--- src/rgbhsv_pkg.sv ---
// rgbhsv_pkg: widths, hue sector codes and constant-multiply helpers
// for the rgb to hsv pixel converter; no dependencies
package rgbhsv_pkg;

    // channel and result widths
    localparam int CHAN_W  = 8;
    localparam int HUE_W   = 9;
    localparam int PCT_W   = 7;
    localparam int NUM_W   = 15;   // numerators 60*n and 100*d stay below 2**15
    localparam int N_W     = 9;    // hue numerator term n, up to 2*d
    localparam int QUO_W   = 7;    // both quotients stay below 128
    localparam int DIV_STAGES = QUO_W;

    // hue sector bases in degrees
    localparam logic [HUE_W-1:0] BASE_RED_UP   = 9'd0;
    localparam logic [HUE_W-1:0] BASE_RED_WRAP = 9'd300;
    localparam logic [HUE_W-1:0] BASE_GREEN    = 9'd60;
    localparam logic [HUE_W-1:0] BASE_BLUE     = 9'd180;

    // hue sector, picked by which channel is the max and, for a red max, by green against blue
    typedef enum logic [1:0] {
        SEC_RED_UP,
        SEC_RED_WRAP,
        SEC_GREEN,
        SEC_BLUE
    } sector_t;

    // 60 * n by shift and subtract
    function automatic logic [NUM_W-1:0] mul60(input logic [N_W-1:0] n);
        logic [NUM_W-1:0] x;
        begin
            x = NUM_W'(n);
            mul60 = (x << 6) - (x << 2);
        end
    endfunction

    // 100 * x by shift and add
    function automatic logic [NUM_W-1:0] mul100(input logic [CHAN_W-1:0] v);
        logic [NUM_W-1:0] x;
        begin
            x = NUM_W'(v);
            mul100 = (x << 6) + (x << 5) + (x << 2);
        end
    endfunction

endpackage

--- src/rgb_to_hsv_converter.sv ---
// rgb_to_hsv_converter: pipelined rgb to hsv pixel conversion
// depends on rgbhsv_pkg
//
// usage
//   s_* channel takes one pixel item: tdata = red, green, blue (8 bits each)
//   m_* channel gives one result item per pixel: hue in degrees (0..359),
//   saturation and brightness in percent (0..100), all rounded down
//   the pipeline has 11 register stages: three of max/min, sector and
//   numerator logic, seven restoring divide stages (one quotient bit
//   each, hue and saturation dividers side by side) and the output
//   register that adds the hue base
//   throughput is one item per cycle while the output is not blocked;
//   every stage holds a valid bit and loads whenever it is empty or the
//   stage after it moves, so bubbles close up and the input keeps
//   accepting while a result waits
//   when m_tready is low the items back up stage by stage; nothing is
//   lost or repeated, and s_tready drops only once every stage is full
//   grey pixels give hue 0, black pixels give saturation 0
//   reset clears all valid bits; the pipeline is empty after reset
module rgb_to_hsv_converter (
    input  logic        clk,
    input  logic        rst_n,
    input  logic        s_tvalid,
    output logic        s_tready,
    input  logic [23:0] s_tdata,   // red [7:0], green [15:8], blue [23:16]
    output logic        m_tvalid,
    input  logic        m_tready,
    output logic [23:0] m_tdata    // hue [8:0], saturation [15:9], brightness [22:16]
);

    localparam int DS = rgbhsv_pkg::DIV_STAGES;

    // stage 1: channels, max, min and sector
    logic                                v1_reg;
    logic [rgbhsv_pkg::CHAN_W-1:0]       r1_reg, g1_reg, b1_reg, mx1_reg, mn1_reg;
    rgbhsv_pkg::sector_t                 sec1_reg;

    // stage 2: difference, hue term and base
    logic                                v2_reg;
    logic [rgbhsv_pkg::CHAN_W-1:0]       d2_reg, mx2_reg;
    logic [rgbhsv_pkg::N_W-1:0]          n2_reg;
    logic [rgbhsv_pkg::HUE_W-1:0]        base2_reg;

    // stage 3: numerators, brightness and zero flags
    logic                                v3_reg;
    logic [rgbhsv_pkg::NUM_W-1:0]        hnum3_reg, snum3_reg;
    logic [rgbhsv_pkg::CHAN_W-1:0]       hden3_reg, sden3_reg;
    logic [rgbhsv_pkg::HUE_W-1:0]        base3_reg;
    logic                                hz3_reg, sz3_reg;
    logic [rgbhsv_pkg::PCT_W-1:0]        br3_reg;

    // divide stages
    logic                                dv_reg   [DS];
    logic [rgbhsv_pkg::NUM_W-1:0]        hrem_reg [DS];
    logic [rgbhsv_pkg::NUM_W-1:0]        srem_reg [DS];
    logic [rgbhsv_pkg::QUO_W-1:0]        hq_reg   [DS];
    logic [rgbhsv_pkg::QUO_W-1:0]        sq_reg   [DS];
    logic [rgbhsv_pkg::CHAN_W-1:0]       hden_reg [DS];
    logic [rgbhsv_pkg::CHAN_W-1:0]       sden_reg [DS];
    logic [rgbhsv_pkg::HUE_W-1:0]        base_reg [DS];
    logic                                hz_reg   [DS];
    logic                                sz_reg   [DS];
    logic [rgbhsv_pkg::PCT_W-1:0]        br_reg   [DS];

    // output register
    logic                                ov_reg;
    logic [rgbhsv_pkg::HUE_W-1:0]        hue_reg;
    logic [rgbhsv_pkg::PCT_W-1:0]        sat_reg, bri_reg;

    // stage ready chain, built back from the output
    logic rdy_out, rdy3, rdy2, rdy1;
    logic rdy_d [DS];

    always_comb
    begin
        rdy_out       = !ov_reg || m_tready;
        rdy_d[DS-1]   = !dv_reg[DS-1] || rdy_out;
        for (int j = DS - 2; j >= 0; j--)
            rdy_d[j] = !dv_reg[j] || rdy_d[j+1];
        rdy3 = !v3_reg || rdy_d[0];
        rdy2 = !v2_reg || rdy3;
        rdy1 = !v1_reg || rdy2;
    end

    assign s_tready = rdy1;

    // stage 1 next values: max, min and sector by red, green, blue priority
    logic [rgbhsv_pkg::CHAN_W-1:0] in_r, in_g, in_b;
    logic [rgbhsv_pkg::CHAN_W-1:0] mx1_next, mn1_next;
    rgbhsv_pkg::sector_t           sec1_next;

    always_comb
    begin
        in_r = s_tdata[7:0];
        in_g = s_tdata[15:8];
        in_b = s_tdata[23:16];
        mx1_next = in_r;
        mn1_next = in_r;
        if (in_g > mx1_next) mx1_next = in_g;
        if (in_b > mx1_next) mx1_next = in_b;
        if (in_g < mn1_next) mn1_next = in_g;
        if (in_b < mn1_next) mn1_next = in_b;
        if (mx1_next == in_r)
            sec1_next = (in_g >= in_b) ? rgbhsv_pkg::SEC_RED_UP : rgbhsv_pkg::SEC_RED_WRAP;
        else if (mx1_next == in_g)
            sec1_next = rgbhsv_pkg::SEC_GREEN;
        else
            sec1_next = rgbhsv_pkg::SEC_BLUE;
    end

    // stage 2 next values: d = max - min, sector term n and base
    logic [rgbhsv_pkg::CHAN_W-1:0] d2_next;
    logic [rgbhsv_pkg::N_W-1:0]    n2_next;
    logic [rgbhsv_pkg::HUE_W-1:0]  base2_next;

    always_comb
    begin
        d2_next = mx1_reg - mn1_reg;
        unique case (sec1_reg)
            rgbhsv_pkg::SEC_RED_UP:
            begin
                n2_next    = rgbhsv_pkg::N_W'(g1_reg) - rgbhsv_pkg::N_W'(b1_reg);
                base2_next = rgbhsv_pkg::BASE_RED_UP;
            end
            rgbhsv_pkg::SEC_RED_WRAP:
            begin
                n2_next    = rgbhsv_pkg::N_W'(g1_reg) + rgbhsv_pkg::N_W'(d2_next)
                           - rgbhsv_pkg::N_W'(b1_reg);
                base2_next = rgbhsv_pkg::BASE_RED_WRAP;
            end
            rgbhsv_pkg::SEC_GREEN:
            begin
                n2_next    = rgbhsv_pkg::N_W'(b1_reg) + rgbhsv_pkg::N_W'(d2_next)
                           - rgbhsv_pkg::N_W'(r1_reg);
                base2_next = rgbhsv_pkg::BASE_GREEN;
            end
            rgbhsv_pkg::SEC_BLUE:
            begin
                n2_next    = rgbhsv_pkg::N_W'(r1_reg) + rgbhsv_pkg::N_W'(d2_next)
                           - rgbhsv_pkg::N_W'(g1_reg);
                base2_next = rgbhsv_pkg::BASE_BLUE;
            end
            default:
            begin
                n2_next    = '0;
                base2_next = rgbhsv_pkg::BASE_RED_UP;
            end
        endcase
    end

    // stage 3 next values: numerators and brightness = floor(100*max/255)
    // x/256 undershoots x/255 by less than one, so one correction step
    logic [rgbhsv_pkg::NUM_W-1:0] bx3;
    logic [rgbhsv_pkg::PCT_W-1:0] bq3;
    logic [8:0]                   brem3;
    logic [rgbhsv_pkg::PCT_W-1:0] br3_next;

    always_comb
    begin
        bx3      = rgbhsv_pkg::mul100(mx2_reg);
        bq3      = bx3[14:8];
        brem3    = {1'b0, bx3[7:0]} + {2'b00, bq3};
        br3_next = (brem3 >= 9'd255) ? bq3 + 7'd1 : bq3;
    end

    // restoring divide, one quotient bit per stage, msb first
    logic [rgbhsv_pkg::NUM_W-1:0] hrem_in [DS];
    logic [rgbhsv_pkg::NUM_W-1:0] srem_in [DS];
    logic [rgbhsv_pkg::QUO_W-1:0] hq_in   [DS];
    logic [rgbhsv_pkg::QUO_W-1:0] sq_in   [DS];
    logic [rgbhsv_pkg::CHAN_W-1:0] hden_in [DS];
    logic [rgbhsv_pkg::CHAN_W-1:0] sden_in [DS];
    logic [rgbhsv_pkg::NUM_W-1:0] hsh     [DS];
    logic [rgbhsv_pkg::NUM_W-1:0] ssh     [DS];
    logic [rgbhsv_pkg::NUM_W-1:0] hrem_next [DS];
    logic [rgbhsv_pkg::NUM_W-1:0] srem_next [DS];
    logic [rgbhsv_pkg::QUO_W-1:0] hq_next   [DS];
    logic [rgbhsv_pkg::QUO_W-1:0] sq_next   [DS];

    always_comb
    begin
        // first divide stage takes the numerators from stage 3
        hrem_in[0] = hnum3_reg;
        srem_in[0] = snum3_reg;
        hq_in[0]   = '0;
        sq_in[0]   = '0;
        hden_in[0] = hden3_reg;
        sden_in[0] = sden3_reg;
        for (int j = 1; j < DS; j++)
        begin
            hrem_in[j] = hrem_reg[j-1];
            srem_in[j] = srem_reg[j-1];
            hq_in[j]   = hq_reg[j-1];
            sq_in[j]   = sq_reg[j-1];
            hden_in[j] = hden_reg[j-1];
            sden_in[j] = sden_reg[j-1];
        end
        for (int j = 0; j < DS; j++)
        begin
            hsh[j] = rgbhsv_pkg::NUM_W'(hden_in[j]) << (DS - 1 - j);
            ssh[j] = rgbhsv_pkg::NUM_W'(sden_in[j]) << (DS - 1 - j);
            if (hrem_in[j] >= hsh[j])
            begin
                hrem_next[j] = hrem_in[j] - hsh[j];
                hq_next[j]   = hq_in[j] | (rgbhsv_pkg::QUO_W'(1) << (DS - 1 - j));
            end
            else
            begin
                hrem_next[j] = hrem_in[j];
                hq_next[j]   = hq_in[j];
            end
            if (srem_in[j] >= ssh[j])
            begin
                srem_next[j] = srem_in[j] - ssh[j];
                sq_next[j]   = sq_in[j] | (rgbhsv_pkg::QUO_W'(1) << (DS - 1 - j));
            end
            else
            begin
                srem_next[j] = srem_in[j];
                sq_next[j]   = sq_in[j];
            end
        end
    end

    // valid bits
    always_ff @(posedge clk or negedge rst_n)
    begin
        if (!rst_n)
        begin
            v1_reg <= 1'b0;
            v2_reg <= 1'b0;
            v3_reg <= 1'b0;
            ov_reg <= 1'b0;
            for (int j = 0; j < DS; j++)
                dv_reg[j] <= 1'b0;
        end
        else
        begin
            if (rdy1) v1_reg <= s_tvalid;
            if (rdy2) v2_reg <= v1_reg;
            if (rdy3) v3_reg <= v2_reg;
            if (rdy_d[0]) dv_reg[0] <= v3_reg;
            for (int j = 1; j < DS; j++)
            begin
                if (rdy_d[j])
                    dv_reg[j] <= dv_reg[j-1];
            end
            if (rdy_out) ov_reg <= dv_reg[DS-1];
        end
    end

    // front stages payload
    always_ff @(posedge clk)
    begin
        if (rdy1)
        begin
            r1_reg   <= in_r;
            g1_reg   <= in_g;
            b1_reg   <= in_b;
            mx1_reg  <= mx1_next;
            mn1_reg  <= mn1_next;
            sec1_reg <= sec1_next;
        end
        if (rdy2)
        begin
            d2_reg    <= d2_next;
            mx2_reg   <= mx1_reg;
            n2_reg    <= n2_next;
            base2_reg <= base2_next;
        end
        if (rdy3)
        begin
            hnum3_reg <= rgbhsv_pkg::mul60(n2_reg);
            snum3_reg <= rgbhsv_pkg::mul100(d2_reg);
            hden3_reg <= d2_reg;
            sden3_reg <= mx2_reg;
            base3_reg <= base2_reg;
            hz3_reg   <= (d2_reg == '0);
            sz3_reg   <= (mx2_reg == '0);
            br3_reg   <= br3_next;
        end
    end

    // divide stages payload
    always_ff @(posedge clk)
    begin
        for (int j = 0; j < DS; j++)
        begin
            if (rdy_d[j])
            begin
                hrem_reg[j] <= hrem_next[j];
                srem_reg[j] <= srem_next[j];
                hq_reg[j]   <= hq_next[j];
                sq_reg[j]   <= sq_next[j];
                hden_reg[j] <= hden_in[j];
                sden_reg[j] <= sden_in[j];
            end
        end
        if (rdy_d[0])
        begin
            base_reg[0] <= base3_reg;
            hz_reg[0]   <= hz3_reg;
            sz_reg[0]   <= sz3_reg;
            br_reg[0]   <= br3_reg;
        end
        for (int j = 1; j < DS; j++)
        begin
            if (rdy_d[j])
            begin
                base_reg[j] <= base_reg[j-1];
                hz_reg[j]   <= hz_reg[j-1];
                sz_reg[j]   <= sz_reg[j-1];
                br_reg[j]   <= br_reg[j-1];
            end
        end
    end

    // output register: add sector base, force grey and black cases
    always_ff @(posedge clk)
    begin
        if (rdy_out)
        begin
            hue_reg <= hz_reg[DS-1] ? '0
                     : base_reg[DS-1] + rgbhsv_pkg::HUE_W'(hq_reg[DS-1]);
            sat_reg <= sz_reg[DS-1] ? '0 : sq_reg[DS-1];
            bri_reg <= br_reg[DS-1];
        end
    end

    assign m_tvalid = ov_reg;
    assign m_tdata  = {1'b0, bri_reg, sat_reg, hue_reg};

`ifndef SYNTHESIS
    // hue stays below a full turn
    a_hue_range: assert property (@(posedge clk) disable iff (!rst_n)
        ov_reg |-> (hue_reg < 9'd360))
        else $error("hue out of range");

    // percentages stay within 0..100
    a_pct_range: assert property (@(posedge clk) disable iff (!rst_n)
        ov_reg |-> (sat_reg <= 7'd100) && (bri_reg <= 7'd100))
        else $error("percentage out of range");

    // input stalls only when the output is blocked
    a_stall_cause: assert property (@(posedge clk) disable iff (!rst_n)
        !s_tready |-> (ov_reg && !m_tready))
        else $error("input stalled with output free");

    // a blocked result holds its value
    a_out_hold: assert property (@(posedge clk) disable iff (!rst_n)
        (ov_reg && !m_tready) |=> $stable(m_tdata))
        else $error("stalled result changed");
`endif

endmodule
--- config.mk ---
export PLATFORM = sky130hd
export DESIGN_NAME = rgb_to_hsv_converter
export DESIGN_NICKNAME = d
export VERILOG_FILES = /design/src/rgbhsv_pkg.sv /design/src/rgb_to_hsv_converter.sv
export SDC_FILE = /design/constraint.sdc
export NUM_CORES = 1
export LEC_CHECK = 0
export ABC_AREA = 1
export BUFFER_PORTS_ARGS = -buffer_cell sky130_fd_sc_hd__buf_2
export CORE_MARGIN = 1.5
export CORE_UTILIZATION = 64
export CTS_CLUSTER_DIAMETER = 120
export DETAILED_ROUTE_END_ITERATION = 8
export GPL_ROUTABILITY_DRIVEN = 1
export PLACE_DENSITY = 0.81
export SLEW_MARGIN = 20
export SYNTH_ARGS = -nofsm -noshare
export SYNTH_HDL_FRONTEND = slang
export SYNTH_SLANG_ARGS = --single-unit
export TNS_END_PERCENT = 10
--- constraint.sdc ---
create_clock -name clk -period 6.45 [get_ports clk]
set_input_delay 0.3225 -clock clk [delete_from_list [all_inputs] [get_ports clk]]
set_output_delay 0.3225 -clock clk [all_outputs]
set_load 0.02 [all_outputs]
==> qor.csv <==
stage,metric,value,unit
status,status,completed,
job,maxCapViolations,0,
die,die_w,218,um
grt,grt_pass1_wl,91.1,mm
die,core,0.0455,mm^2
cells_and_area,final_common_cell,edfxtp_1,
clock_tree,cts_buffer_depth,3,
clock_tree,cts_buffers,54,
critical_path,rr_worst_depth,21,
timing,drv_slew,0,
place,portBuffers,52,
yosys,netlist_area,0.0296,mm^2
hold_path,hold_class,input pin to flip-flop,
clock_tree,ctsHoldBuffers,17,
die,die_area,0.0476,mm^2
detailed_routing,ant_nets,0,
yosys,synthCells,2665,
cells_and_area,drive_gt1_share,8.73,%
cells_and_area,utilization,71.5,%
yosys,synthFlopType,edfxtp_1,
yosys,synth-seq-area-share,56.4,%
cells_and_area,layout_common_cells,"edfxtp_1, nand2_1, inv_1, ha_1, a21oi_1",
clock_tree,cts_tree,built,
cells_and_area,area_growth,9.84,%
critical_path,rr_startpoint,mx2_reg[4]$_DFFE_PP_,
timing,timing.final.crit_share,73.0,%
yosys,ys_types,59,
yosys,synthAdderAreaFrac,13.3,%
yosys,synth_top_family_by_area,adder cells,
critical_path,slowest_delay,0.74,ns
critical_path,rrSetupSlack,2.03,ns
timing,rsz0062_at_grt,no,
grt,grt_pass1_vias,19135,
clock_tree,htreeDepth,2,
timing,max_freq,212,MHz
die,rows,78,
yosys,synth-seq-cells,558,
yosys,synth_compound_area_share,7.92,%
timing,fin_tns_setup,0,ns
critical_path,crit_slowest_cell,nand2_2,
place,hpwlAfterDp,40.8,mm
detailed_routing,vias_per_cell,5.55,
critical_path,cp.arrival,4.39,ns
clock_tree,cts_root_buffer,clkbuf_16,
detailed_routing,wl_per_cell,16.4,um
timing,worst_pin_slew,0.979,ns
clock_tree,cts_setup_buffers,0,
critical_path,endpoint_kind,primary output,
timing,setup_viol,0,
timing,setup_slack,1.74,ns
yosys,yosys_warnings,0,
critical_path,path_class,flip-flop to primary output,
place,gp_congestion,0.907,
yosys,synth_edf_count,547,
detailed_routing,dr.pass1.iters,7,
yosys,synth-simple-area-share,12.3,%
clock_tree,clock_sinks,558,
critical_path,cp_max_fo,55,
clock_tree,cts_resized,0,
detailed_routing,drt-initial-drc-count,1431,
cells_and_area,largest_reg_flops,79,
clock_tree,clkTransAtPathRegs,0.07,ns
critical_path,crit_chain,inv_1 -> nor2_2 -> inv_2 -> nor2_2 -> inv_2 -> nor2_2 -> inv_2 -> nor2_4 -> nand2_2 -> nor2_4 -> nand2_2 -> nor2_4 -> nand2_2 -> buf_4 -> nor2_4 -> nand2_2 -> buf_2,
timing,finalCriticalPeriod,4.71,ns
detailed_routing,route.detailed.drc,0,
die,start_util,65.1,%
detailed_routing,routed_wl,56.1,mm
place,place_area,0.0305,mm^2
yosys,ys_async_sr_fraction,1.97,%
critical_path,timing.rr.end,br3_reg[3]$_DFFE_PP_,
critical_path,endpoint,s_tready,
clock_tree,clk_latency,0.61,ns
timing,skew,0.0297,ns
cells_and_area,layout.nets,3086,
yosys,avgSynthCellArea,11.1,um^2
critical_path,cp-start-kind,flip-flop,
timing,hold_violations,0,
critical_path,startpoint,m_tvalid$_DFFE_PN0P_,
detailed_routing,vias,18974,
cells_and_area,final_area,0.0325,mm^2
yosys,synth_xor_area_share,4.11,%
cells_and_area,antenna_cells,0,
grt,antenna_found_initial,0,
die,die_h,218,um
yosys,synthMuxAreaShare,0,%
die,io_pins,54,
yosys,syn_nets,2978,
critical_path,critPathRequiredTime,6.13,ns
grt,grt_max_degree,72,
timing,slew_headroom,34.5,%
grt,overflow,0,
place,place_ws,2.02,ns
grt,grt_use_total,24.1,%
## final cells by class
cell class,count,area (um^2)
repair buffers,74,468
inverters,432,1630
well taps,600,751
flip-flops and latches,558,16700
clock inverters,42,472
fillers,3055,12900
clock buffers,59,1370
multi-input cells,1653,11100
## how the worst min path moves through the flow
stage | end | startpoint | depth (start not counted) | slack (ns)
global placement | m_tvalid$_DFFE_PN0P_ | rst_n | 1 | 0.23
floorplan | dv_reg[0]$_DFFE_PN0P_ | rst_n | 0 | 0.03
CTS | b1_reg[4]$_DFFE_PP_ | s_tdata[20] | 1 | 0.005
global route | b1_reg[4]$_DFFE_PP_ | s_tdata[20] | 1 | 0.01
detailed placement | m_tvalid$_DFFE_PN0P_ | rst_n | 1 | 0.24
finish | b1_reg[6]$_DFFE_PP_ | s_tdata[22] | 1 | 0.04
## per-stage QoR
step / hold slack, ns / std cells
final: 0.0437 / 3418
after global routing: 0.0144 / 3418
after CTS: 0.00534 / 3418
after detailed placement: 0.241 / 3300
after global placement: 0.230 / 3300
after floorplan: 0.0269 / 2665
## Yosys cell counts, types with 10 or more instances
cell type | instances | share of area [%]
a21o_1 | 11 | 0.28
a21oi_1 | 175 | 3.0
dfrtp_1 | 11 | 0.93
edfxtp_1 | 547 | 55
fa_1 | 50 | 3.4
ha_1 | 235 | 9.9
inv_1 | 421 | 5.3
inv_2 | 10 | 0.13
nand2_1 | 422 | 5.3
nand2_2 | 24 | 0.51
nand3_1 | 108 | 1.8
nand3_2 | 14 | 0.47
nand4_1 | 23 | 0.49
nor2_1 | 144 | 1.8
nor3_1 | 21 | 0.35
nor4_1 | 13 | 0.27
o211ai_1 | 12 | 0.30
o21ai_0 | 118 | 2.0
o21ai_1 | 37 | 0.63
or2_2 | 13 | 0.27
xnor2_1 | 47 | 1.4
xor2_1 | 92 | 2.7
## logic make-up after synthesis
group	after synthesis
and+or+nand+nor	812
buffers and inverters	454
DFF	558
xor gates and xnor gates	139
other	1
AOI/OAI and AO/OA	416
adders and majority gates	285
## layer usage
metal	GRT usage [%]	wire, um	up-vias
met4	11.5	2610	0
met1	25.9	21200	8961
met5	0	0	-
met3	2.84	1990	172
met2	46.7	30300	483
li1	-	-	9358
## critical path, delay by kind of cell, from the launching register on
family,cells,cell delay [ns]
DFF,1,0.38
buffers and inverters,6,1.97
and+or+nand+nor,11,1.37
Power is not shown: default switching activity piles up to over one toggle a cycle in this logic, so the estimate is an artifact.
